`src/design/irtg_pkg.sv`:
```
package irtg_pkg;

	typedef enum logic [2:0] {
		EV_FRAME_START = 3'd0,
		EV_VSYNC_BEGIN = 3'd1,
		EV_VSYNC_END   = 3'd2,
		EV_HSYNC_BEGIN = 3'd3,
		EV_HSYNC_END   = 3'd4
	} event_kind_t;

	localparam int unsigned NUM_EVENTS = 5;

	typedef logic [2:0] reg_index_t;

	localparam reg_index_t REG_LINE_PERIOD  = 3'd0;
	localparam reg_index_t REG_HSYNC_WIDTH  = 3'd1;
	localparam reg_index_t REG_TOTAL_LINES  = 3'd2;
	localparam reg_index_t REG_HALF_LINES   = 3'd3;
	localparam reg_index_t REG_TOP_BLANK    = 3'd4;
	localparam reg_index_t REG_BOTTOM_BLANK = 3'd5;

	localparam logic [15:0] RST_LINE_PERIOD  = 16'd640;
	localparam logic [15:0] RST_HSYNC_WIDTH  = 16'd120;
	localparam logic [9:0]  RST_TOTAL_LINES  = 10'd625;
	localparam logic [8:0]  RST_HALF_LINES   = 9'd312;
	localparam logic [7:0]  RST_TOP_BLANK    = 8'd23;
	localparam logic [7:0]  RST_BOTTOM_BLANK = 8'd4;

	localparam int unsigned LACC_W = 20;
	localparam int unsigned SACC_W = 16;

endpackage

```
`src/design/interlaced_raster_timing_generator.sv`:
```
// Interlaced raster timing generator.
// Slave stream: one word per tick, tdata[11:0] = clocks elapsed since the last tick.
// Master stream: one word per timing event, tlast marks the last event of a tick.
// Config channel: cfg_index selects the register (0 line_period, 1 hsync_width,
// 2 total_lines, 3 half_lines, 4 top_blank, 5 bottom_blank), cfg_data carries the
// value; it is always ready and writes to unknown indexes are dropped.
// A tick is folded into the line and sync accumulators in the cycle it is
// accepted; its events (up to five) sit in an output register from the next cycle
// and leave one word per cycle while m_tready is high, so a tick's first event appears
// in the cycle after acceptance and a tick with n events holds the output for n words.
// Ticks with no event or one event are taken every cycle while m_tready is high;
// a tick with more events holds the slave side until its last word is taken. The
// limit is the single output word per cycle.
// Reset clears the accumulators, line counters and pending events and loads the
// register defaults (640, 120, 625, 312, 23, 4). When m_tready is low the
// pending word holds and the slave side stalls while any event is pending.
module interlaced_raster_timing_generator #(
	parameter int unsigned LINE_BITS = 10
) (
	input  logic        clk,
	input  logic        arst_n,
	input  logic        s_tvalid,
	output logic        s_tready,
	input  logic [15:0] s_tdata,   // [11:0] elapsed
	output logic        m_tvalid,
	input  logic        m_tready,
	output logic [23:0] m_tdata,   // [2:0] event_kind, [12:3] visible_line, [22:13] raster_line
	output logic        m_tlast,   // last event of the tick
	input  logic        cfg_valid,
	output logic        cfg_ready,
	input  logic [2:0]  cfg_index,
	input  logic [15:0] cfg_data
);

	localparam int unsigned L  = LINE_BITS;
	localparam int unsigned CW = ((L > 10) ? L : 10) + 2;
	localparam int unsigned LW = irtg_pkg::LACC_W;
	localparam int unsigned SW = irtg_pkg::SACC_W;
	localparam int unsigned NE = irtg_pkg::NUM_EVENTS;

	// configuration
	logic [15:0] line_period_q, hsync_width_q;
	logic [9:0]  total_lines_q;
	logic [8:0]  half_lines_q;
	logic [7:0]  top_blank_q, bottom_blank_q;

	// timing state
	logic [LW-1:0] line_accum_q;
	logic [SW-1:0] sync_accum_q;
	logic [L-1:0]  line_index_q, screen_index_q, sync_line_q;
	logic          sync_pulse_q;

	// event register
	logic [NE-1:0] pend_s1;
	logic [9:0]    vis_s1, ras_s1, sras_s1;

	logic          accept, m_fire, take;
	logic [11:0]   elapsed;
	logic [LW:0]   la_sum;
	logic [LW-1:0] la_sat, la_next;
	logic [SW-1:0] sa_base, sa_sat;
	logic [SW:0]   sa_sum;
	logic [L-1:0]  ln, half_l, diff, scr, ln_next;
	logic [L:0]    ln1;
	logic [9:0]    tot_m_bot;
	logic [8:0]    half_m_bot;
	logic [9:0]    half_p_top;
	logic          ev_vbeg, ev_vend, ev_hend, pulse_on;
	logic [NE-1:0] new_pend, pend_rest;
	irtg_pkg::event_kind_t cur_kind;
	logic [9:0]    cur_ras;

	assign cfg_ready = 1'b1;
	assign elapsed   = s_tdata[11:0];
	assign accept    = s_tvalid && s_tready;
	assign m_fire    = m_tvalid && m_tready;

	// line accumulator, saturating
	assign la_sum = {1'b0, line_accum_q} + (LW+1)'(elapsed);
	assign la_sat = la_sum[LW] ? {LW{1'b1}} : la_sum[LW-1:0];
	assign take   = la_sat >= LW'(line_period_q);
	assign la_next = take ? (la_sat - LW'(line_period_q)) : la_sat;

	// interlaced screen line
	assign ln     = line_index_q;
	assign half_l = L'(half_lines_q);
	assign diff   = ln - half_l - L'(1);
	always_comb begin
		if (CW'(ln) <= CW'(half_lines_q)) begin
			scr = {ln[L-2:0], 1'b0};
		end else begin
			scr = {diff[L-2:0], 1'b1};
		end
	end

	// vsync targets; a negative target never matches
	assign tot_m_bot  = total_lines_q - 10'(bottom_blank_q);
	assign half_m_bot = half_lines_q - 9'(bottom_blank_q);
	assign half_p_top = 10'(half_lines_q) + 10'(top_blank_q);
	assign ev_vbeg = (total_lines_q >= 10'(bottom_blank_q) && CW'(ln) == CW'(tot_m_bot)) ||
	                 (half_lines_q >= 9'(bottom_blank_q) && CW'(ln) == CW'(half_m_bot));
	assign ev_vend = (CW'(ln) == CW'(top_blank_q)) || (CW'(ln) == CW'(half_p_top));

	// raster line advance with wrap
	assign ln1     = {1'b0, ln} + (L+1)'(1);
	assign ln_next = (CW'(ln1) >= CW'(total_lines_q)) ? '0 : ln1[L-1:0];

	// sync accumulator restarts at hsync begin
	assign sa_base  = take ? '0 : sync_accum_q;
	assign sa_sum   = {1'b0, sa_base} + (SW+1)'(elapsed);
	assign sa_sat   = sa_sum[SW] ? {SW{1'b1}} : sa_sum[SW-1:0];
	assign pulse_on = take || sync_pulse_q;
	assign ev_hend  = pulse_on && (sa_sat >= hsync_width_q);

	always_comb begin
		new_pend = '0;
		new_pend[irtg_pkg::EV_FRAME_START] = take && (ln == '0);
		new_pend[irtg_pkg::EV_VSYNC_BEGIN] = take && ev_vbeg;
		new_pend[irtg_pkg::EV_VSYNC_END]   = take && ev_vend;
		new_pend[irtg_pkg::EV_HSYNC_BEGIN] = take;
		new_pend[irtg_pkg::EV_HSYNC_END]   = ev_hend;
	end

	// drop the lowest pending event once its word is taken
	assign pend_rest = pend_s1 & (pend_s1 - NE'(1));
	assign m_tvalid  = |pend_s1;
	assign m_tlast   = (pend_rest == '0);
	assign s_tready  = (pend_s1 == '0) || (m_tlast && m_tready);

	always_comb begin
		if (pend_s1[irtg_pkg::EV_FRAME_START]) begin
			cur_kind = irtg_pkg::EV_FRAME_START;
		end else if (pend_s1[irtg_pkg::EV_VSYNC_BEGIN]) begin
			cur_kind = irtg_pkg::EV_VSYNC_BEGIN;
		end else if (pend_s1[irtg_pkg::EV_VSYNC_END]) begin
			cur_kind = irtg_pkg::EV_VSYNC_END;
		end else if (pend_s1[irtg_pkg::EV_HSYNC_BEGIN]) begin
			cur_kind = irtg_pkg::EV_HSYNC_BEGIN;
		end else begin
			cur_kind = irtg_pkg::EV_HSYNC_END;
		end
	end

	assign cur_ras = (cur_kind == irtg_pkg::EV_HSYNC_END) ? sras_s1 : ras_s1;
	assign m_tdata = {1'b0, cur_ras, vis_s1, cur_kind};

	always_ff @(posedge clk or negedge arst_n) begin
		if (!arst_n) begin
			line_period_q  <= irtg_pkg::RST_LINE_PERIOD;
			hsync_width_q  <= irtg_pkg::RST_HSYNC_WIDTH;
			total_lines_q  <= irtg_pkg::RST_TOTAL_LINES;
			half_lines_q   <= irtg_pkg::RST_HALF_LINES;
			top_blank_q    <= irtg_pkg::RST_TOP_BLANK;
			bottom_blank_q <= irtg_pkg::RST_BOTTOM_BLANK;
		end else if (cfg_valid && cfg_ready) begin
			case (cfg_index)
				irtg_pkg::REG_LINE_PERIOD:  line_period_q  <= cfg_data;
				irtg_pkg::REG_HSYNC_WIDTH:  hsync_width_q  <= cfg_data;
				irtg_pkg::REG_TOTAL_LINES:  total_lines_q  <= cfg_data[9:0];
				irtg_pkg::REG_HALF_LINES:   half_lines_q   <= cfg_data[8:0];
				irtg_pkg::REG_TOP_BLANK:    top_blank_q    <= cfg_data[7:0];
				irtg_pkg::REG_BOTTOM_BLANK: bottom_blank_q <= cfg_data[7:0];
				default: ;
			endcase
		end
	end

	always_ff @(posedge clk or negedge arst_n) begin
		if (!arst_n) begin
			line_accum_q   <= '0;
			sync_accum_q   <= '0;
			line_index_q   <= '0;
			screen_index_q <= '0;
			sync_line_q    <= '0;
			sync_pulse_q   <= 1'b0;
			pend_s1        <= '0;
		end else begin
			if (accept) begin
				line_accum_q <= la_next;
				sync_accum_q <= sa_sat;
				sync_pulse_q <= pulse_on && !ev_hend;
				pend_s1      <= new_pend;
				if (take) begin
					line_index_q   <= ln_next;
					screen_index_q <= scr;
					sync_line_q    <= ln;
				end
			end else if (m_fire) begin
				pend_s1 <= pend_rest;
			end
		end
	end

	// event payload, loaded with each tick
	always_ff @(posedge clk) begin
		if (accept) begin
			vis_s1  <= take ? 10'(scr) : 10'(screen_index_q);
			ras_s1  <= 10'(ln);
			sras_s1 <= take ? 10'(ln) : 10'(sync_line_q);
		end
	end

endmodule

```
`config.mk`:
```
export PLATFORM = sky130hd
export DESIGN_NAME = interlaced_raster_timing_generator
export DESIGN_NICKNAME = d
export VERILOG_FILES = /design/src/design/irtg_pkg.sv /design/src/design/interlaced_raster_timing_generator.sv
export SDC_FILE = /design/constraint.sdc
export NUM_CORES = 1
export LEC_CHECK = 0
export ABC_AREA = 1
export BUFFER_PORTS_ARGS = -buffer_cell sky130_fd_sc_hd__buf_2
export CORE_MARGIN = 4
export CORE_UTILIZATION = 50
export DETAILED_ROUTE_END_ITERATION = 7
export PLACE_DENSITY_LB_ADDON = 0.3
export REMOVE_ABC_BUFFERS = 1
export SLEW_MARGIN = 0
export SYNTH_ARGS = -nofsm -noshare
export SYNTH_HDL_FRONTEND = slang
export SYNTH_SLANG_ARGS = --single-unit
```
`constraint.sdc`:
```
create_clock -name clk -period 7.2 [get_ports clk]
set_input_delay 1.8 -clock clk [delete_from_list [all_inputs] [get_ports clk]]
set_output_delay 1.8 -clock clk [all_outputs]
set_load 0.01 [all_outputs]
```
======== Word-level counts from Yosys, hierarchy flattened ========
Index checks and enable logic that the tools add are counted.
cells by class
  bitwise logic cells ..................... 1
  $add $sub $neg .......................... 10
  multiplexer cells ....................... 15
  equal/unequal tests ..................... 10
  $lt $le $gt $ge ......................... 6
  reductions and logical operators ........ 28
operator list
  operator               number
  $mux 10                5
  $mux 20                2
  $mux 16                2
  $add 20x12->21         1
  $eq 10x10->1           2
  $ge 20x16->1           1
  $sub 20x16->20         1
  $add 16x12->17         1
  $ge 16x16->1           1
  $reduce_and 2->1       7
  $mux 3                 4
  $add 10x1->11 const B  1
  $ge 11x10->1           1
  $add 9x8->10           1
  $eq 10x8->1            1
  $eq 10x9->1            1
  $ge 10x8->1            1
  $le 10x9->1            1
  $logic_and 1x1->1      10
  $logic_not 10->1       1
  $logic_not 5->1        2
  $mux 5                 2
  $sub 10x8->10          1
  $eq 3x3->1 const B     3
  13 further kinds       17
word-level totals
  output and inout bits ................... 28
  register bits ........................... 169
  logic and storage cells ................. 86
  input port bits ......................... 40

======== Logic depth before layout (Yosys ltp) ========
  depth in word-level cells ............... 10
  depth in mapped cells ................... 50
  mapped depth without buffers ............ 47

======== Worst setup path after synthesis ========
OpenSTA, ideal clock, no wires.
  path kind ............................... input -> register
  start ................................... input port s_tdata[0]
  end ..................................... register pend_s1[4]
  slack ................................... -983 ps
  setup time .............................. 130 ps
  path buffers ............................ 4
  stages .................................. 46
  required time ........................... 7,070 ps
  arrival ................................. 8,053 ps
  cell sequence ........................... ha_1 fa_1 nand3_1 nand3_1 nand2_1 nand2_1 nand2_2 nand2_4 nand2_4 buf_4 inv_2 or2_2 fa_1 a21oi_1 o21ai_1 nand2_1 nand2_1 a21oi_1 (+10 left out) o211ai_1 a21o_1 a21oi_1 o21ai_0 nand4_4 buf_6 nand2_2 ha_1 a21oi_1 nor2_1 a211oi_1 o221ai_1 nand2_1 nand3_1 nand2_1 inv_1 o21ai_0 a31oi_1
on the way
  longest elaborated chain between the ends .. 9
  elaborated cells on any way between the ends .. 10
  classes of those cells .................. 2 x add/sub; 2 x order compare; 4 x mux; 2 x reduce/logical
ends and longest elaborated chain
  element                RTL line                                   RTL
  from (decl)            interlaced_raster_timing_generator.sv:24   input logic [15:0] s_tdata,
  $add 20x12->21         interlaced_raster_timing_generator.sv:79   assign la_sum = {1'b0, line_accum_q} + (LW+1)'(elapsed);
  $mux 20                interlaced_raster_timing_generator.sv:80   assign la_sat = la_sum[LW] ? {LW{1'b1}} : la_sum[LW-1:0];
  $ge 20x16->1           interlaced_raster_timing_generator.sv:81   assign take = la_sat >= LW'(line_period_q);
  $mux 16                interlaced_raster_timing_generator.sv:109  assign sa_base = take ? '0 : sync_accum_q;
  $add 16x12->17 (*)     interlaced_raster_timing_generator.sv:110  assign sa_sum = {1'b0, sa_base} + (SW+1)'(elapsed);
  $mux 16 (*)            interlaced_raster_timing_generator.sv:111  assign sa_sat = sa_sum[SW] ? {SW{1'b1}} : sa_sum[SW-1:0];
  net sa_sat[1]          interlaced_raster_timing_generator.sv:61   logic [SW-1:0] sa_base, sa_sat;
  $ge 16x16->1 (*)       interlaced_raster_timing_generator.sv:113  assign ev_hend = pulse_on && (sa_sat >= hsync_width_q);
  $logic_and 1x1->1 (*)  interlaced_raster_timing_generator.sv:113
  $mux 5 (*)             interlaced_raster_timing_generator.sv:178  if (accept) begin
  to (signal assigned)   interlaced_raster_timing_generator.sv:182  pend_s1 <= new_pend;
  to (signal assigned)   interlaced_raster_timing_generator.sv:189  pend_s1 <= pend_rest;
  to (decl)              interlaced_raster_timing_generator.sv:54   logic [NE-1:0] pend_s1;
The timed path passes the listed nets; every way through them passes the cells marked *.
A chain may end at the register's enable or synchronous reset.

======== Worst setup path after layout ========
Ends and elaborated chain as after synthesis.

==> results.md <==
Outcome:
- The run finished, with violations left.
- The checks that failed: setup timing.

Logic synthesis:
- Of the post-synthesis cell area, the dominant cell type holds about a quarter.
- The count of different cell masters after synthesis is a little under 60.
- The biggest area contributor in the post-synthesis netlist is sky130_fd_sc_hd__dfrtp_1.
- The warning count from the yosys run is 0.
- The sequential element share of the synthesized area is between 30% and 40%.
- The prevailing post-synth register cell is sky130_fd_sc_hd__dfrtp_1.
- The synthesized design contains around 170 register bits.
- Yosys attributes the largest share of cell area to sky130_fd_sc_hd__dfrtp_1, sky130_fd_sc_hd__nand2_1, sky130_fd_sc_hd__ha_1, sky130_fd_sc_hd__edfxtp_1, sky130_fd_sc_hd__o21ai_0.
- The synthesized area per cell is ~7.7 µm².
- The cell area that synthesis handed to floorplanning was ~12000 µm².
- Synthesis handed over a netlist of 1576 instances.
- After synthesis, the share of flip-flops with an asynchronous set or reset is 82.2%.
- In this run, synthesis inferred 30 flip-flops with an integrated enable.

Floorplanning:
- The number of primary I/O pins is 68.
- The die is approximately 160 µm wide.
- The full die area is around 27000 µm².
- The placeable core region is roughly 24000 µm².
- The floorplan has 56 rows.
- The height of the die is around 160 µm.
- Once the floorplan was initialized, standard cells occupied 51.2% of the core.

Clock network:
- The number of buffers on the longest clock path is 2.
- CTS placed an instance of sky130_fd_sc_hd__clkbuf_16 at the clock tree root.
- The number of CTS-inserted buffers is 17.
- The H-tree generated during clock tree synthesis spans 4 levels.
- Counting every sink on the clock net gives 169.
- The clock tree from TritonCTS is built.
- Buffers inserted to repair hold after CTS numbered 0.
- Clock-pin slew was measured on the worst setup and hold paths at ~0.08 ns.
- The clock reaches the later pin of the worst-skew pair after 0.45 ns.

Placed design:
- Summed over all nets, the half-perimeter wirelength after detailed placement is 24.1 mm.
- The global placement routability congestion is 0.916.
- The count of placed standard cells including taps is just over 2000.
- At the placement stage, the worst setup path has a slack of -1.14 ns.
- In this run the tool buffered the top-level ports with between 60 and 70 buffer cells.
- The cell area after placement is 13700 µm².

Routing:
- Once detail routing completed, the nets flagged for antenna violations numbered 0.
- The first routing iteration left about 950 violations.
- The routed design has 34.9 mm of wire.
- The number of vias per cell is between 5 and 6.
- The post-detailed-route DRC marker count is 0.
- The routed via count is around 11000.
- In the final routed layout, each cell accounts on average for approximately 17 µm.
- The pre-antenna-repair detailed-routing pass consisted of 6 iterations.

Setup path:
- The data arrival time of the critical path is 7.53 ns.
- The largest incremental delay on the critical path is 0.35 ns.
- The required time of the critical path is roughly 7.5 ns.
- STA classifies the critical path startpoint as an input port.
- The largest fanout on the critical path is 7.
- The cell seen most often among critical-path stages is sky130_fd_sc_hd__nand2_2.
- STA classifies the critical path endpoint as a register.
- The critical-path cell with the highest stage delay is sky130_fd_sc_hd__fa_2.
- The critical path in this run is classified as in -> reg.

STA:
- For the pin with the worst max-slew slack, the measured transition is a little under 1 ns.
- The routed design could run at a clock period as short as 7.21 ns.
- The worst hold slack after final layout is a little under 0.5 ns.
- Setup total negative slack on the finished layout was measured at -0.0106 ns.
- The headroom to the max-slew limit is 35.4%.
- The portion of the clock cycle consumed by the worst path in the final layout is 100%.
- Once routing completed, OpenROAD measured the worst setup slack at -0.0106 ns.
- The worst clock skew on the final layout is 0.0153 ns.
- Setup repair after global routing could not meet its margin everywhere.
- The final number of max-transition violations was 0.
- The number of endpoints with negative hold slack in the final report came to 0.
- The final number of setup-violating endpoints is 1.
- Based on the critical path, the design can be clocked at up to between 0.1 and 0.15 GHz.

Global route:
- Global routing used roughly 3.5% of the available met3 tracks.
- Entering global routing, the biggest net connects 83 pins.
- For this run the aggregate overflow at the end of global routing stands at 0.
- The number of antenna violations at the first check in global routing is 0.
- The via count of the first global-routing pass is ~11000.
- The global routing usage on met1 is between 30% and 40%.
- Across every metal layer, demand over resource in global routing totals around a quarter.
- For met2 alone, demand over resource in global routing was around 40%.
- The busiest layer in global routing is met2.
- The first global-routing pass estimated roughly 54 mm of wire.

Power:
- The worst-case IR drop observed on VDD is between 0.2 and 0.25 mV.
- Total power for the finished layout comes to ~7.3 mW.
- Summed over all cells, the static leakage comes to between 7 and 8 nW.
- The power density relative to cell area is roughly 480 nW/µm².
- The net switching power of the design is 3.41 mW.
- Internal power comes to roughly 4 mW.
- The combinational fraction of design power is 64.5%.
- The part of the power in the clock network is between 10% and 20%.
- The sequential share of power is between 20 and 25%.
- The switching fraction of total power is 46.7%.

Layout:
- The post-route netlist has about 25% of its cells at a drive strength greater than 1.
- The net count reported at finish is a little under 2000.
- The final non-filler cell total is 2109.
- The final cell area excluding filler cells is roughly 15000 µm².
- Cells fill 65.0% of the core in the end.
- The area growth from synthesis to layout is 26.8%.
- The antenna diode count is 0.
- The number of inserted filler cells in the final layout is 1955.

Hold path:
- The min-delay analysis places its worst path in the category reg -> reg.

Job:
- Across the run, the number of max-cap violations was 0.
[layout make-up]
class | count | area [µm²] | share of cell area, %
clock buffer | 17 | 425 | 2.77
clock inverter | 15 | 206 | 1.35
inverter | 213 | 802 | 5.23
multi-input combinational | 1151 | 7510 | 48.9
sequential | 169 | 4400 | 28.7
tap | 319 | 399 | 2.60
timing repair buffer | 225 | 1600 | 10.4
[kinds of logic after synthesis]
logic type               after synthesis  synth area share (%)
AND/OR/NAND/NOR                      628                  22.5
XOR/XNOR                              87                  6.30
adder cells (fa/ha/maj)              109                  11.7
buffers and inverters                257                  8.24
other                                  2                0.0621
AO/OA/AOI/OAI                        324                  14.8
flip-flops                           169                  36.4
[registers in the layout, summed over array words and instances, names as in the netlist]
| name | flops |
|---|---|
| line_accum_q | 20 |
| total_lines_q | 10 |
| sync_accum_q | 16 |
| hsync_width_q | 16 |
| sras_s1 | 10 |
| ras_s1 | 10 |
| sync_pulse_q | 1 |
| line_index_q | 10 |
| line_period_q | 16 |
| pend_s1 | 5 |
| sync_line_q | 10 |
| screen_index_q | 10 |
| bottom_blank_q | 8 |
| half_lines_q | 9 |
| vis_s1 | 10 |
| top_blank_q | 8 |
[power groups by stage]
| stage | registers [mW] | logic (mW) | clock network, mW |
|---|---|---|---|
| after floorplan | 1.53 | 2.70 | 0 |
| after global placement | 1.60 | 3.95 | 0 |
| after detailed placement | 1.61 | 4.06 | 0 |
| after CTS | 1.60 | 4.32 | 0.985 |
| after global routing | 1.65 | 5.21 | 1.04 |
| final | 1.61 | 4.71 | 0.978 |
[path summary, 6_finish.rpt]
check,cells past startpoint,start,slack (ns),to
setup reg to reg,45,line_accum_q[0],1.00,pend_s1[4]
hold / removal,2,line_accum_q[9],0.49,line_accum_q[9]
max in group asynchronous,2,arst_n,4.53,line_accum_q[15]
setup / recovery,46,s_tdata[0],-0.01,pend_s1[4]
hold reg to reg,2,line_accum_q[9],0.49,line_accum_q[9]
min in group asynchronous,1,arst_n,1.39,bottom_blank_q[1]
[cell usage after synthesis (4+ instances only)]
cell type / count
sky130_fd_sc_hd__o211ai_1: 4
sky130_fd_sc_hd__dfstp_2: 20
sky130_fd_sc_hd__nand2_2: 15
sky130_fd_sc_hd__dfrtp_1: 119
sky130_fd_sc_hd__nand2_1: 381
sky130_fd_sc_hd__xor2_1: 57
sky130_fd_sc_hd__fa_1: 7
sky130_fd_sc_hd__ha_1: 102
sky130_fd_sc_hd__edfxtp_1: 30
sky130_fd_sc_hd__a21oi_1: 85
sky130_fd_sc_hd__nor3_1: 13
sky130_fd_sc_hd__a31oi_1: 9
sky130_fd_sc_hd__inv_1: 202
sky130_fd_sc_hd__nand3_2: 5
sky130_fd_sc_hd__inv_2: 10
sky130_fd_sc_hd__nor2_1: 101
sky130_fd_sc_hd__buf_2: 5
sky130_fd_sc_hd__or2_2: 13
sky130_fd_sc_hd__xnor2_1: 30
sky130_fd_sc_hd__clkbuf_1: 29
sky130_fd_sc_hd__a21o_1: 7
sky130_fd_sc_hd__nand3_1: 58
sky130_fd_sc_hd__nor4_1: 5
sky130_fd_sc_hd__nand4_1: 17
sky130_fd_sc_hd__o21ai_0: 154
sky130_fd_sc_hd__buf_1: 5
sky130_fd_sc_hd__o21ai_1: 14
sky130_fd_sc_hd__a211oi_1: 5
sky130_fd_sc_hd__o22ai_1: 21
[cells in the final DEF (no fill, tap or decap), types with 5 or more instances in the layout]
cell type | netlist | routed
sky130_fd_sc_hd__nand2_2 | 15 | 32
sky130_fd_sc_hd__xnor2_1 | 30 | 29
sky130_fd_sc_hd__or2_2 | 13 | 11
sky130_fd_sc_hd__a21o_1 | 7 | 7
sky130_fd_sc_hd__xor2_1 | 57 | 57
sky130_fd_sc_hd__a21oi_2 | 1 | 13
sky130_fd_sc_hd__dfstp_2 | 20 | 20
sky130_fd_sc_hd__nand2_1 | 381 | 361
sky130_fd_sc_hd__inv_1 | 202 | 199
sky130_fd_sc_hd__buf_6 | 2 | 12
sky130_fd_sc_hd__buf_2 | 5 | 59
sky130_fd_sc_hd__nor2_4 | 2 | 9
sky130_fd_sc_hd__nand4_1 | 17 | 17
sky130_fd_sc_hd__o21ai_1 | 14 | 12
sky130_fd_sc_hd__a31oi_1 | 9 | 7
sky130_fd_sc_hd__nor2_2 | 3 | 10
sky130_fd_sc_hd__nand3_2 | 5 | 16
sky130_fd_sc_hd__buf_4 | 3 | 153
sky130_fd_sc_hd__o21ai_0 | 154 | 151
sky130_fd_sc_hd__edfxtp_1 | 30 | 30
sky130_fd_sc_hd__o21ai_2 | 2 | 5
sky130_fd_sc_hd__nand3_1 | 58 | 43
sky130_fd_sc_hd__o22ai_1 | 21 | 21
sky130_fd_sc_hd__nor2_1 | 101 | 87
sky130_fd_sc_hd__nor3_1 | 13 | 9
sky130_fd_sc_hd__dfrtp_1 | 119 | 119
sky130_fd_sc_hd__inv_2 | 10 | 12
sky130_fd_sc_hd__ha_1 | 102 | 74
sky130_fd_sc_hd__clkbuf_16 | 0 | 17
sky130_fd_sc_hd__a21oi_1 | 85 | 71
sky130_fd_sc_hd__ha_4 | 0 | 26
sky130_fd_sc_hd__clkinv_8 | 0 | 5
sky130_fd_sc_hd__nand2_4 | 2 | 5
[per-layer routing]
layer	vias up	routed length (µm)
met3	70	2280
li1	5594	-
met1	5368	15700
met4	0	733
met5	-	0
met2	396	16200
[critical path, delay by kind of cell]
| kind | cells | cell delay, ns |
|---|---|---|
| simple gates | 24 | 2.21 |
| compound gates | 11 | 1.70 |
| buf+inv | 6 | 0.71 |
| fa+ha+maj | 5 | 1.08 |
[what timing repair did]
action	in CTS	in global routing
gates cloned	1	0
resized for setup	69	90
endpoints found under the hold margin	0	0
setup buffers	12	13
setup endpoints to repair	2	2
pin swaps	40	54
Power figures use the tool's default switching activity.
